<file path="config.mk">
export PLATFORM = sky130hd
export DESIGN_NAME = deterministic_miller_rabin_tester_top
export DESIGN_NICKNAME = d
export VERILOG_FILES = /design/src/sv/dmr_pkg.sv /design/src/sv/dmr_mulmod.sv /design/src/sv/deterministic_miller_rabin_tester_top.sv
export SDC_FILE = /design/constraint.sdc
export NUM_CORES = 1
export LEC_CHECK = 0
export ABC_CLOCK_PERIOD_IN_PS = 6900
export BUFFER_PORTS_ARGS = -buffer_cell sky130_fd_sc_hd__clkbuf_2
export CAP_MARGIN = 15
export CORE_AREA = 5 5 158 198
export DETAILED_ROUTE_END_ITERATION = 10
export DIE_AREA = 0 0 163 203
export HOLD_SLACK_MARGIN = 0.02
export PLACE_DENSITY_LB_ADDON = 0.08
export SLEW_MARGIN = 0
export SYNTH_ARGS = -nofsm -noshare
export SYNTH_HDL_FRONTEND = slang
export SYNTH_SLANG_ARGS = --single-unit
</file>
<file path="constraint.sdc">
create_clock -name clk -period 6.9 [get_ports clk]
set_input_delay 1.38 -clock clk [delete_from_list [all_inputs] [get_ports clk]]
set_output_delay 1.38 -clock clk [all_outputs]
set_load 0.05 [all_outputs]
</file>
<file path="src/sv/dmr_pkg.sv">
// package for the deterministic miller-rabin tester
// holds the default word width and the base tables; no dependencies
`timescale 1ns / 1ps

package dmr_pkg;

	localparam int WORD_BITS_DEF = 32;
	localparam int BASE_W        = 6;
	localparam int IDX_W         = 4;
	localparam logic [IDX_W-1:0] NUM_BASES_SMALL = 4'd3;
	localparam logic [IDX_W-1:0] NUM_BASES_LARGE = 4'd10;

	// witness base for a given index; small set is 2, 7, 61
	function automatic logic [BASE_W-1:0] base_value(input logic [IDX_W-1:0] idx,
		input logic large_set);
		logic [BASE_W-1:0] v;
		v = '0;
		if (!large_set) begin
			unique case (idx)
				4'd0: v = 6'd2;
				4'd1: v = 6'd7;
				4'd2: v = 6'd61;
				default: v = 6'd2;
			endcase
		end else begin
			unique case (idx)
				4'd0: v = 6'd2;
				4'd1: v = 6'd3;
				4'd2: v = 6'd5;
				4'd3: v = 6'd7;
				4'd4: v = 6'd11;
				4'd5: v = 6'd13;
				4'd6: v = 6'd17;
				4'd7: v = 6'd19;
				4'd8: v = 6'd23;
				4'd9: v = 6'd29;
				default: v = 6'd2;
			endcase
		end
		return v;
	endfunction

endpackage

</file>
<file path="src/sv/dmr_mulmod.sv">
// bit-serial modular multiplier: p = x*y mod m, one multiplier bit per doubling step and add step
// depends on dmr_pkg
`timescale 1ns / 1ps

module dmr_mulmod
	import dmr_pkg::*;
#(
	parameter int WORD_BITS = WORD_BITS_DEF
) (
	input  logic                 clk,
	input  logic                 arst_n,
	input  logic                 start,
	input  logic [WORD_BITS-1:0] x,
	input  logic [WORD_BITS-1:0] y,
	input  logic [WORD_BITS-1:0] m,
	output logic                 done,
	output logic [WORD_BITS-1:0] p
);

	localparam int CNT_W = $clog2(WORD_BITS + 1);

	logic                 busy_q;
	logic                 phase_q;
	logic                 done_q;
	logic [CNT_W-1:0]     cnt_q;
	logic [WORD_BITS-1:0] acc_q;
	logic [WORD_BITS-1:0] x_q;
	logic [WORD_BITS-1:0] y_q;
	logic [WORD_BITS-1:0] m_q;
	logic [WORD_BITS-1:0] addend;
	logic [WORD_BITS:0]   sum;
	logic [WORD_BITS-1:0] sum_red;

	// one modular add: doubling in phase 0, adding x in phase 1
	assign addend  = phase_q ? x_q : acc_q;
	assign sum     = {1'b0, acc_q} + {1'b0, addend};
	assign sum_red = (sum >= {1'b0, m_q}) ? WORD_BITS'(sum - {1'b0, m_q})
	                                      : sum[WORD_BITS-1:0];

	// control of the serial walk over y, msb first
	always_ff @(posedge clk or negedge arst_n) begin
		if (!arst_n) begin
			busy_q  <= 1'b0;
			phase_q <= 1'b0;
			done_q  <= 1'b0;
			cnt_q   <= '0;
		end else begin
			done_q <= 1'b0;
			if (start) begin
				busy_q  <= 1'b1;
				phase_q <= 1'b0;
				cnt_q   <= CNT_W'(WORD_BITS);
			end else if (busy_q) begin
				phase_q <= ~phase_q;
				if (phase_q) begin
					cnt_q <= cnt_q - 1'b1;
					if (cnt_q == CNT_W'(1)) begin
						busy_q <= 1'b0;
						done_q <= 1'b1;
					end
				end
			end
		end
	end

	// datapath registers
	always_ff @(posedge clk) begin
		if (start) begin
			acc_q <= '0;
			x_q   <= x;
			y_q   <= y;
			m_q   <= m;
		end else if (busy_q) begin
			if (!phase_q) begin
				acc_q <= sum_red;
			end else begin
				if (y_q[WORD_BITS-1])
					acc_q <= sum_red;
				y_q <= {y_q[WORD_BITS-2:0], 1'b0};
			end
		end
	end

	assign done = done_q;
	assign p    = acc_q;

endmodule

</file>
<file path="src/sv/deterministic_miller_rabin_tester_top.sv">
// top level of the deterministic miller-rabin primality tester
// depends on dmr_pkg and dmr_mulmod
`timescale 1ns / 1ps

// Usage:
// The input channel (in_valid, in_stall, candidate) takes one WORD_BITS-wide
// word; the output channel (out_valid, out_stall, is_prime) returns one bit per
// item, in order. An item is taken when valid is high and stall is low.
// Even words and odd words below 2^(WORD_BITS-1)-1 skip the test; their result
// goes to the output register without any multiply.
// Other words run a strong probable-prime test per base (3 bases at 32 bits,
// 10 otherwise). Each modular multiply is done in the shared bit-serial unit,
// and a base needs up to about 2*WORD_BITS multiplies; a failing base ends the
// test early.
// One item is worked on at a time; in_stall is high while busy. The result sits
// in an output register, so a new item is taken while it waits; a finished test
// holds until the output register is free. Reset clears all control state and
// drops out_valid.

module deterministic_miller_rabin_tester_top
	import dmr_pkg::*;
#(
	parameter int WORD_BITS = WORD_BITS_DEF
) (
	input  logic                 clk,
	input  logic                 arst_n,
	input  logic                 in_valid,
	output logic                 in_stall,
	input  logic [WORD_BITS-1:0] candidate,
	output logic                 out_valid,
	input  logic                 out_stall,
	output logic                 is_prime
);

	localparam int S_W = $clog2(WORD_BITS);
	localparam logic LARGE = (WORD_BITS != 32);
	localparam logic [IDX_W-1:0] NUM_BASES = LARGE ? NUM_BASES_LARGE : NUM_BASES_SMALL;

	typedef enum logic [8:0] {
		ST_IDLE  = 9'b000000001,
		ST_INIT  = 9'b000000010,
		ST_SPLIT = 9'b000000100,
		ST_POW   = 9'b000001000,
		ST_PMUL  = 9'b000010000,
		ST_PSQR  = 9'b000100000,
		ST_SQ    = 9'b001000000,
		ST_SQW   = 9'b010000000,
		ST_NEXT  = 9'b100000000
	} state_t;

	state_t               state_q;
	logic                 finish_q;
	logic                 verdict_q;
	logic                 out_valid_q;
	logic                 is_prime_q;
	logic [IDX_W-1:0]     idx_q;
	logic [S_W-1:0]       s_q;
	logic [WORD_BITS-1:0] m_q;
	logic [WORD_BITS-1:0] e_q;
	logic [WORD_BITS-1:0] res_q;
	logic [WORD_BITS-1:0] b_q;
	logic [WORD_BITS-1:0] base_ext;
	logic [WORD_BITS-1:0] m_minus1;
	logic [WORD_BITS-1:0] thresh;

	logic                 mm_start;
	logic                 mm_done;
	logic [WORD_BITS-1:0] mm_x;
	logic [WORD_BITS-1:0] mm_y;
	logic [WORD_BITS-1:0] mm_p;
	logic                 iss_rb;
	logic                 iss_bb;
	logic                 iss_tt;
	logic                 out_free;

	assign base_ext = WORD_BITS'(base_value(idx_q, LARGE));
	assign m_minus1 = m_q - 1'b1;
	assign thresh   = {1'b0, {(WORD_BITS-1){1'b1}}};
	assign out_free = !out_valid_q || !out_stall;

	// multiply issue: res*b, b*b, or t*t (t lives in res_q)
	assign iss_rb = (state_q == ST_POW) && (e_q != '0) && e_q[0];
	assign iss_bb = ((state_q == ST_POW) && (e_q != '0) && !e_q[0])
	             || ((state_q == ST_PMUL) && mm_done);
	assign iss_tt = (state_q == ST_SQ) && (s_q != '0) && (res_q != m_minus1);
	assign mm_start = iss_rb || iss_bb || iss_tt;
	assign mm_x = iss_bb ? b_q : res_q;
	assign mm_y = iss_rb ? b_q : (iss_bb ? b_q : res_q);

	dmr_mulmod #(
		.WORD_BITS(WORD_BITS)
	) u_mulmod (
		.clk   (clk),
		.arst_n(arst_n),
		.start (mm_start),
		.x     (mm_x),
		.y     (mm_y),
		.m     (m_q),
		.done  (mm_done),
		.p     (mm_p)
	);

	// test sequencer
	always_ff @(posedge clk or negedge arst_n) begin
		if (!arst_n) begin
			state_q  <= ST_IDLE;
			finish_q <= 1'b0;
			idx_q    <= '0;
			s_q      <= '0;
		end else begin
			if (finish_q) begin
				if (out_free)
					finish_q <= 1'b0;
			end else begin
				unique case (state_q)
					ST_IDLE: begin
						if (in_valid) begin
							idx_q <= '0;
							if (!candidate[0] || candidate < thresh)
								finish_q <= 1'b1;
							else
								state_q <= ST_INIT;
						end
					end
					ST_INIT: begin
						s_q <= '0;
						if (base_ext == m_q)
							state_q <= ST_NEXT;
						else
							state_q <= ST_SPLIT;
					end
					ST_SPLIT: begin
						if (!e_q[0])
							s_q <= s_q + 1'b1;
						else
							state_q <= ST_POW;
					end
					ST_POW: begin
						if (e_q == '0) begin
							if (res_q == WORD_BITS'(1))
								state_q <= ST_NEXT;
							else
								state_q <= ST_SQ;
						end else if (e_q[0]) begin
							state_q <= ST_PMUL;
						end else begin
							state_q <= ST_PSQR;
						end
					end
					ST_PMUL: begin
						if (mm_done)
							state_q <= ST_PSQR;
					end
					ST_PSQR: begin
						if (mm_done)
							state_q <= ST_POW;
					end
					ST_SQ: begin
						if (s_q == '0) begin
							state_q  <= ST_IDLE;
							finish_q <= 1'b1;
						end else if (res_q == m_minus1) begin
							state_q <= ST_NEXT;
						end else begin
							state_q <= ST_SQW;
						end
					end
					ST_SQW: begin
						if (mm_done) begin
							s_q     <= s_q - 1'b1;
							state_q <= ST_SQ;
						end
					end
					ST_NEXT: begin
						if (idx_q == NUM_BASES - 1'b1) begin
							state_q  <= ST_IDLE;
							finish_q <= 1'b1;
						end else begin
							idx_q   <= idx_q + 1'b1;
							state_q <= ST_INIT;
						end
					end
					default: state_q <= ST_IDLE;
				endcase
			end
		end
	end

	// working registers
	always_ff @(posedge clk) begin
		if (!finish_q) begin
			case (state_q)
				ST_IDLE: begin
					m_q       <= candidate;
					verdict_q <= candidate[0];
				end
				ST_INIT: begin
					e_q       <= m_minus1;
					res_q     <= WORD_BITS'(1);
					b_q       <= base_ext;
					verdict_q <= 1'b1;
				end
				ST_SPLIT: begin
					if (!e_q[0])
						e_q <= {1'b0, e_q[WORD_BITS-1:1]};
				end
				ST_PMUL: begin
					if (mm_done)
						res_q <= mm_p;
				end
				ST_PSQR: begin
					if (mm_done) begin
						b_q <= mm_p;
						e_q <= {1'b0, e_q[WORD_BITS-1:1]};
					end
				end
				ST_SQ: begin
					if (s_q == '0)
						verdict_q <= 1'b0;
				end
				ST_SQW: begin
					if (mm_done)
						res_q <= mm_p;
				end
				default: ;
			endcase
		end
	end

	// output register
	always_ff @(posedge clk or negedge arst_n) begin
		if (!arst_n) begin
			out_valid_q <= 1'b0;
		end else begin
			if (finish_q && out_free)
				out_valid_q <= 1'b1;
			else if (!out_stall)
				out_valid_q <= 1'b0;
		end
	end

	always_ff @(posedge clk) begin
		if (finish_q && out_free)
			is_prime_q <= verdict_q;
	end

	assign in_stall  = (state_q != ST_IDLE) || finish_q;
	assign out_valid = out_valid_q;
	assign is_prime  = is_prime_q;

endmodule

</file>
==> results.cfg, run 1 <==
[outcome]
status = complete, no violations

[cells_and_area]
final_cell_mix = 226 x edfxtp_1, 138 x nand2_1, 105 x nor2_1
nets = 1758
final_common_cell = edfxtp_1
drive_gt1_share_pct = 13.68
syn2layout_area_growth_pct = 8.996
finish.utilization_pct = 64.38
n_antenna_cell = 0

[sta]
relSlewSlack_pct = 29.40
post-route-period-util_pct = 92.87
max_freq_ghz = 0.1561
worst_pin_slew_ns = 1.044
finalSetupTns_ns = 0
setup_viol = 0
min_period_ns = 6.408
rsz0062_at_grt = false
skew_ns = 0.009422
drv_slew = 0
hold_viol = 0
fin_ws_ns = 0.4918

[setup_path]
cp-end-kind = register
cp.arrival_ns = 6.82
crit_type = reg -> reg
cp_max_fo = 24
critical-path-max-stage-delay_ns = 0.53
startpoint_type = register
path_delay_family = compound AO/OA/AOI/OAI gates
cp_num_buf_inv = 2
path_cells = buf_4, mux2_2, ha_1, a2111oi_0, o221ai_1, and3_1, a221o_1, a41oi_1, xnor2_1, ha_1, and3_1, nand4_1, nor4_1, a2111oi_0, o21ai_0, nor2_1, nand2b_2, buf_4, mux2i_1, a211oi_2
worst_ep_required_time_ns = 7.31
critPathSlowestCell = dfrtp_2

[synthesis]
yosys.cell_types.count = 78
netlist_area_um2 = 17180
ys_seq_elements = 287
synth_flop_cell = edfxtp_1
ys_top_cells_by_area = edfxtp_1 40%, ha_1 5.3%, mux2_2 4.1%
synth_area_leader_cell = edfxtp_1
synth.top_cell.area_share_pct = 39.51
avgSynthCellArea_um2 = 10.59
syn_inst = 1622
async_reset_ff_share_pct = 10.10
synth_edf_count = 226
syn-num-nets = 1734
ys_seq_area_share_pct = 47.47
yosysWarnings = 0

[cts]
cts_resized = 0
post-cts-setup-buffer-count = 0
cts_buffers = 29
cts_buffer_depth = 3
htreeDepth = 1
hold_buffers = 0
path_clk_slew_ns = 0.06
cts_tree = yes
cts-root-buf = clkbuf_16
insertion_delay_ns = 0.56
cts_sinks = 287

[route]
drt-total-wl_um = 44830
postRouteAntennaNets = 0
drt_iter0_drc = 974
dr.pass1.iters = 5
vias_per_cell = 6.215
wl_per_cell_um = 21.73
drc = 0
vias = 12820

[place]
place_ws_ns = 0.5268
dpl.hpwl_um = 33160
port_buffers = 38
place_congestion = 0.9465

[die]
start_util_pct = 59.07
pin_count = 39
num_rows = 70
fp.coreArea_um2 = 29080
die_h_um = 203
dieArea_um2 = 33090
die_w_um = 163

[global_route]
grt_max_degree = 64
grt_usage_pct = 27.15
grt_overflow = 0
antenna_found_initial = 0
grt_pass1_vias = 12510
grt_pass1_wl_um = 70540

[job]
maxCapViolCount = 0

[hold_path]
hold_class = reg -> reg
==> logic make-up (layout without fill, tap and decap cells) <==
| family | count (synthesis) | count (layout) | share of synthesized area (%) |
|---|---|---|---|
| mux | 117 | 117 | 7.277 |
| buf+inv | 129 | 174 | 3.096 |
| flops | 287 | 287 | 47.47 |
| simple gates | 537 | 537 | 16.35 |
| compound gates | 369 | 369 | 14.44 |
| fa+ha+maj | 76 | 76 | 5.667 |
| xor+xnor | 107 | 107 | 5.696 |
==> per-stage QoR <==
stage               instances  cell area [um^2]  hold slack, ns
floorplan                1622             17180          0.4003
global placement         2010             17770          0.4229
detailed placement       2010             17770          0.4102
CTS                      2062             18690          0.4242
global route             2063             18720          0.4422
finish                   2063             18720          0.4236
==> flip-flops by register name, summed over array words and instances (netlist names) <==
signal	count
b_q	32
e_q	32
finish_q	1
idx_q	4
is_prime	1
m_q	32
out_valid	1
res_q	32
s_q	5
state_q	9
u_mulmod.busy_q	1
u_mulmod.cnt_q	6
u_mulmod.done	1
u_mulmod.m_q	32
u_mulmod.p	32
u_mulmod.phase_q	1
u_mulmod.x_q	32
u_mulmod.y_q	32
verdict_q	1
==> metal layers <==
layer / GRT usage, % / vias to the layer above / routed length [um]
met1: 38.60 / 6219 / 19460
met2: 42.91 / 436 / 20640
met4: 9.440 / 0 / 1654
met3: 3.838 / 84 / 3072
li1: - / 6083 / -
met5: 0 / - / 0
==> final cells by class <==
cell class                      instances  area [um^2]
Fill cell                            2398        10360
Clock inverter                         20        188.9
Multi-Input combinational cell       1206         8544
Inverter                               64        240.2
Tap cell                              396        495.5
Clock buffer                           32        737.0
Timing Repair Buffer                   58        360.3
Sequential cell                       287         8155
==> cells in the mapped netlist, types with 28 or more instances <==
| library cell | count |
|---|---|
| nand2_1 | 139 |
| and2_1 | 64 |
| xor2_1 | 35 |
| nor2_1 | 105 |
| nor4_1 | 31 |
| o21ai_1 | 33 |
| a21oi_1 | 67 |
| mux2i_1 | 54 |
| mux2_2 | 63 |
| xnor2_1 | 69 |
| a21o_1 | 36 |
| dfxtp_1 | 32 |
| clkbuf_1 | 57 |
| edfxtp_1 | 226 |
| inv_1 | 64 |
| nand3_1 | 33 |
| nand4_1 | 29 |
| ha_1 | 73 |
| o21ai_0 | 88 |
| dfrtp_1 | 28 |
==> path summary, 6_finish.rpt <==
kind	startpoint	endpoint	depth (start not counted)	slack, ns
setup / recovery	u_mulmod.phase_q	u_mulmod.p[4]	20	0.49
hold / removal	verdict_q	is_prime	0	0.42
setup reg to reg	u_mulmod.phase_q	u_mulmod.p[4]	20	0.49
hold reg to reg	verdict_q	is_prime	0	0.42
max in group asynchronous	arst_n	u_mulmod.phase_q	1	5.48
min in group asynchronous	arst_n	u_mulmod.done	1	0.88
Power of run 1 is left out: the tool's default activity adds up to more than one toggle a clock period on the data nets, which glitch-free logic cannot reach.
==> run 2, diff against run 1 <==
--- a/config.mk
+++ b/config.mk
@@ -5,12 +5,13 @@
 export SDC_FILE = /design/constraint.sdc
 export NUM_CORES = 1
 export LEC_CHECK = 0
+export ABC_AREA = 1
 export ABC_CLOCK_PERIOD_IN_PS = 6900
 export BUFFER_PORTS_ARGS = -buffer_cell sky130_fd_sc_hd__clkbuf_2
 export CAP_MARGIN = 15
-export CORE_AREA = 5 5 158 198
+export CORE_AREA = 5 5 164 205
 export DETAILED_ROUTE_END_ITERATION = 10
-export DIE_AREA = 0 0 163 203
+export DIE_AREA = 0 0 169 210
 export HOLD_SLACK_MARGIN = 0.02
 export PLACE_DENSITY_LB_ADDON = 0.08
 export SLEW_MARGIN = 0
==> run 2 against run 1 <==
Clock skew grew 0.021 ns. Count of clock-buffer cells in the layout up 6. Critical path type unchanged. Sequential share of layout area down 3.1 points. Area after synthesis grew 7.7%. Global-route usage increased by 6.9 points. Design area increased by 7.6%. Register-to-register slack improved by 0.24 ns. Core utilization fell by 0.45 points. Worst hold slack improved by 0.066 ns. Via count up 32%. Flip-flop and latch count did not move. Routed wire length increased by 36%.
==> results.cfg, run 2 <==
[sta]
skew_ns = 0.03052
post-route-period-util_pct = 89.45
setup_viol = 0
fin_hold_ws_ns = 0.4901
relSlewSlack_pct = 25.86
rsz0062_at_grt = false
max_freq_ghz = 0.1620
drv_slew = 0
min_period_ns = 6.172
finalSetupTns_ns = 0
worst_pin_slew_ns = 1.112
hold_viol = 0

[cells_and_area]
stdcell_count = 2853
syn2layout_area_growth_pct = 8.922
nets = 2531
final_common_cell = nand2_1
drive_gt1_share_pct = 8.480
final_cell_mix = 646 x nand2_1, 310 x inv_1, 257 x nor2_1
stdcell_area_um2 = 20150
n_antenna_cell = 0

[route]
drt_iter0_drc = 1665
dr.pass1.iters = 6
postRouteAntennaNets = 0
drc = 0
vias_per_cell = 5.911
drt-total-wl_um = 60770
wl_per_cell_um = 21.30
vias = 16860

[die]
die_w_um = 169
dieArea_um2 = 35490
die_h_um = 210
num_rows = 73
start_util_pct = 58.70
fp.coreArea_um2 = 31510
pin_count = 39

[setup_path]
cp-end-kind = register
cp.arrival_ns = 6.65
cp_max_fo = 60
startpoint_type = register
rrSetupSlack_ns = 0.73
crit_type = reg -> reg
worst_ep_required_time_ns = 7.38
critPathMostFrequentCell = nand2_1
ff2ff_path_depth = 25
timing.rr.end = u_mulmod.p[2]
critical-path-max-stage-delay_ns = 0.97
critPathSlowestCell = dfrtp_2
r2r_start = u_mulmod.phase_q

[synthesis]
ys_seq_area_share_pct = 44.08
synth_area_leader_cell = edfxtp_1
ys_seq_elements = 287
synth_flop_cell = edfxtp_1
ys_top_cells_by_area = edfxtp_1 37%, nand2_1 13%, inv_1 6.3%
syn-num-nets = 2503
synth_edf_count = 226
async_reset_ff_share_pct = 10.10
yosysMostFrequentCell = nand2_1
avgSynthCellArea_um2 = 7.736
ys_top_cells_by_count = 646 x nand2_1, 310 x inv_1, 259 x nor2_1, 226 x edfxtp_1, 182 x nand3_1
syn_inst = 2391
yosys.cell_types.count = 49
yosysWarnings = 0
netlist_area_um2 = 18500
synth.top_cell.area_share_pct = 36.69

[hold_path]
hold_end = is_prime
hold_class = reg -> reg
whs_path_depth = 0
min_from = verdict_q

[cts]
cts_sinks = 287
cts_resized = 0
insertion_delay_ns = 0.60
path_clk_slew_ns = 0.06
cts_tree = yes
cts_buffer_depth = 3
cts-root-buf = clkbuf_16
htreeDepth = 1
post-cts-setup-buffer-count = 0
cts_buffers = 30
hold_buffers = 0

[global_route]
antenna_found_initial = 0
grt_overflow = 0
grt_pass1_vias = 16480
grt_pass1_wl_um = 92740
grt_max_degree = 132
grt_usage_pct = 34.04

[place]
dpl.cell_count = 2798
dpl.hpwl_um = 47180
post_dp_cell_area_um2 = 19080
place_congestion = 1.003
port_buffers = 38

[job]
maxCapViolCount = 0

[pwr]
p_per_area_nw_per_um2 = 554.4
p_leak_nw = 8.849
power_mw = 11.17
ir_worst_vdd_uv = 402.6

[outcome]
status = complete, no violations
run 2: cell count changes in the layout (fill, tap and decap cells not counted), moves of 27 or more:
cell / delta
nor2_1: +152
nand3_1: +149
o21ai_0: +62
a21oi_2: +28
mux2i_1: -54
o21ai_1: -29
or2_2: +37
inv_1: +246
a211oi_2: -27
mux2_2: -63
and2_1: -64
xnor2_1: -59
nand2_1: +508
run 2: power breakdown:
group / internal (mW) / switching, mW
Combinational: 2.06 / 4.55
Sequential: 2.40 / 0.439
Clock: 1.02 / 0.700
Total: 5.48 / 5.69
run 2: worst max path at each step:
stage                           from             end  cells past startpoint
floorplan                 state_q[0]        in_stall                      5
global placement    u_mulmod.phase_q  u_mulmod.p[11]                     25
detailed placement  u_mulmod.phase_q   u_mulmod.p[7]                     25
CTS                 u_mulmod.phase_q  u_mulmod.p[11]                     25
global route        u_mulmod.phase_q   u_mulmod.p[2]                     25
finish              u_mulmod.phase_q   u_mulmod.p[2]                     25
run 2: area by class of cell:
type	count	area, um^2
clock buffers	38	810.8
clock inverters	16	234.0
fillers	2782	11360
inverters	318	1194
multi-input cells	1730	8930
flip-flops and latches	287	8155
well taps	412	515.5
repair buffers	52	307.8
run 2: cells by family (layout without fill, tap and decap cells):
family | Yosys count | count (layout) | synth area share [%]
compound gates | 350 | 350 | 11.26
xor+xnor | 53 | 53 | 2.510
fa+ha+maj | 76 | 76 | 5.263
buf+inv | 374 | 424 | 7.935
flops | 287 | 287 | 44.08
simple gates | 1251 | 1251 | 28.95
run 2: worst max-delay path: cells and delay by family, from the launching register on:
kind | cells | cell delay [ns]
simple gates | 13 | 2.28
flops | 1 | 0.97
compound gates | 6 | 1.04
xor+xnor | 1 | 0.31
fa+ha+maj | 2 | 0.78
buf+inv | 3 | 0.63
run 2: layer usage:
metal | routed length (um) | GRT usage (%) | vias up
li1 | - | - | 7995
met2 | 29500 | 58.71 | 800
met5 | 0 | 0 | -
met1 | 22140 | 39.91 | 7842
met3 | 4086 | 4.052 | 226
met4 | 5044 | 22.58 | 0
run 2: stage by stage:
stage,worst slack (ns),utilization (%)
2_1_floorplan,2.537,-
5_1_grt,0.1581,63.93
3_5_place_dp,0.8689,60.56
3_3_place_gp,1.008,60.56
4_1_cts,0.8361,63.87
6_report,0.7279,63.93
Note: power is estimated with default switching activity, not from simulation.
==> run 3, diff against run 2 <==
--- a/config.mk
+++ b/config.mk
@@ -6,7 +6,7 @@
 export NUM_CORES = 1
 export LEC_CHECK = 0
 export ABC_AREA = 1
-export ABC_CLOCK_PERIOD_IN_PS = 6900
+export ABC_CLOCK_PERIOD_IN_PS = 6400
 export BUFFER_PORTS_ARGS = -buffer_cell sky130_fd_sc_hd__clkbuf_2
 export CAP_MARGIN = 15
 export CORE_AREA = 5 5 164 205
@@ -14,7 +14,7 @@
 export DIE_AREA = 0 0 169 210
 export HOLD_SLACK_MARGIN = 0.02
 export PLACE_DENSITY_LB_ADDON = 0.08
-export SLEW_MARGIN = 0
+export SLEW_MARGIN = 40
 export SYNTH_ARGS = -nofsm -noshare
 export SYNTH_HDL_FRONTEND = slang
 export SYNTH_SLANG_ARGS = --single-unit
==> constraint.sdc (replaced) <==
create_clock -name clk -period 6.4 [get_ports clk]
set_input_delay 1.28 -clock clk [delete_from_list [all_inputs] [get_ports clk]]
set_output_delay 1.28 -clock clk [all_outputs]
set_load 0.05 [all_outputs]
==> run 3 against run 2 <==
Routed wire length grew 0.92%. Via count hardly changed. Worst hold slack got worse by 0.030 ns. Core utilization shrank 0.14 points. Critical path type unchanged. Largest power group unchanged.
==> results.cfg, run 3 (synthesized netlist as in run 2, its figures left out) <==
[outcome]
status = complete, no violations

[pwr]
p_leak_nw = 8.812
ir_worst_vdd_uv = 602.6
power_mw = 11.96
p_per_area_nw_per_um2 = 595.1

[setup_path]
cp_num_buf_inv = 4
cp.arrival_ns = 6.21
timing.rr.end = u_mulmod.p[8]
critPathMostFrequentCell = nand2_1
ff2ff_path_depth = 25
critical_path_depth = 25
startpoint_type = register
critPathLaunch = u_mulmod.phase_q
critPathSlowestCell = dfrtp_2
cp-endpoint = u_mulmod.p[8]
rrSetupSlack_ns = 0.71
cp_max_fo = 41
crit_type = reg -> reg
r2r_start = u_mulmod.phase_q
worst_ep_required_time_ns = 6.91
critical-path-max-stage-delay_ns = 0.78
cp-end-kind = register
path_delay_family = simple AND/OR/NAND/NOR gates

[cells_and_area]
syn2layout_area_growth_pct = 8.679
nets = 2533
stdcell_count = 2856
multi_input_comb_area_um2 = 8941
drive_gt1_share_pct = 8.552
n_antenna_cell = 0
final_cell_mix = 646 x nand2_1, 310 x inv_1, 257 x nor2_1
fillers = 2815
seq_area_um2 = 8155
final_common_cell = nand2_1

[cts]
hold_buffers = 0
path_clk_slew_ns = 0.06
cts_tree = yes
htreeDepth = 1
cts_buffer_depth = 3
cts-root-buf = clkbuf_16
cts_buffers = 30
post-cts-setup-buffer-count = 0
cts_resized = 0
cts_sinks = 287
insertion_delay_ns = 0.60

[place]
dpl.cell_count = 2801
port_buffers = 38
place_congestion = 1.065
dpl.hpwl_um = 47950

[sta]
relSlewSlack_pct = 47.99
skew_ns = 0.02415
fin_hold_ws_ns = 0.4599
drv_slew = 0
hold_viol = 0
rsz0062_at_grt = false
min_period_ns = 5.695
max_freq_ghz = 0.1756
finalSetupTns_ns = 0
worst_pin_slew_ns = 0.7719
post-route-period-util_pct = 88.98
setup_viol = 0

[global_route]
grt_overflow = 0
grt_max_degree = 72
grt_pass1_wl_um = 92780
grt_pass1_vias = 16510
grt_usage_pct = 34.14
antenna_found_initial = 0

[hold_path]
hold_class = reg -> reg
whs_path_depth = 0

[route]
dr_wl_met2_um = 31030
drt-total-wl_um = 61330
postRouteAntennaNets = 0
dr.pass1.iters = 6
drc = 0
topRoutingLayerUsed = met4
drt_iter0_drc = 1791
wl_met3_um = 4131
met1_length_um = 21740
vias_per_cell = 5.902
wl_per_cell_um = 21.47
vias = 16860

[die]
fp.coreArea_um2 = 31510
die_h_um = 210
dieArea_um2 = 35490
num_rows = 73
die_w_um = 169
pin_count = 39
start_util_pct = 58.70

[job]
maxCapViolCount = 0
run 3: final cells by class:
| class | count | share of cell area [%] |
|---|---|---|
| clock buffer | 35 | 3.828 |
| inverter | 318 | 5.944 |
| clock inverter | 20 | 0.9336 |
| timing repair buffer | 54 | 1.681 |
| multi-input combinational | 1730 | 44.48 |
| sequential | 287 | 40.57 |
| tap | 412 | 2.564 |
run 3: worst min-delay path by stage:
stage / endpoint / slack (ns) / startpoint
final: is_prime / 0.46 / verdict_q
after global routing: is_prime / 0.47 / verdict_q
after detailed placement: is_prime / 0.44 / verdict_q
after global placement: is_prime / 0.45 / verdict_q
after CTS: is_prime / 0.46 / verdict_q
after floorplan: is_prime / 0.40 / verdict_q
run 3: stage by stage:
| step | utilization, % | setup slack, ns | cell area (um^2) |
|---|---|---|---|
| 6_report | 63.79 | 0.7054 | 20100 |
| 5_1_grt | 63.79 | 0.2422 | 20100 |
| 4_1_cts | 63.76 | 0.8097 | 20090 |
| 3_5_place_dp | 60.72 | 0.8524 | 19130 |
| 3_3_place_gp | 60.62 | 0.8499 | 19100 |
| 2_1_floorplan | - | 2.106 | 18500 |
run 3: power by group:
| group | switching, mW | internal, mW | leakage, nW | total (mW) |
|---|---|---|---|---|
| logic | 4.94 | 2.25 | 5.65 | 7.19 |
| registers | 0.466 | 2.59 | 2.72 | 3.05 |
| clock network | 0.772 | 0.946 | 0.441 | 1.72 |
run 3: metal layers:
layer  up-vias  track usage (%)
met2       733            61.06
li1       8017                -
met3       213            5.234
met1      7893            38.50
met5         -                0
met4         0            19.94
run 3: worst register-to-register path, cell delays in order (launching register included):
cell     delay [ns]
dfrtp_2        0.78
o21ai_0        0.29
ha_1           0.45
nand2_1        0.11
nor2_1         0.26
inv_1          0.11
nor3_1         0.17
nand2_1        0.08
nand2_1        0.18
nand2_1        0.07
nand2_1        0.07
xor2_1         0.35
inv_1          0.10
ha_1           0.40
nand2_1        0.12
nor2_1         0.24
inv_1          0.08
nor3_1         0.19
nand2_1        0.08
nand2_1        0.13
nand2_1        0.27
nand3_2        0.32
buf_12         0.23
nor2_1         0.06
or2_2          0.31
a21oi_2        0.12
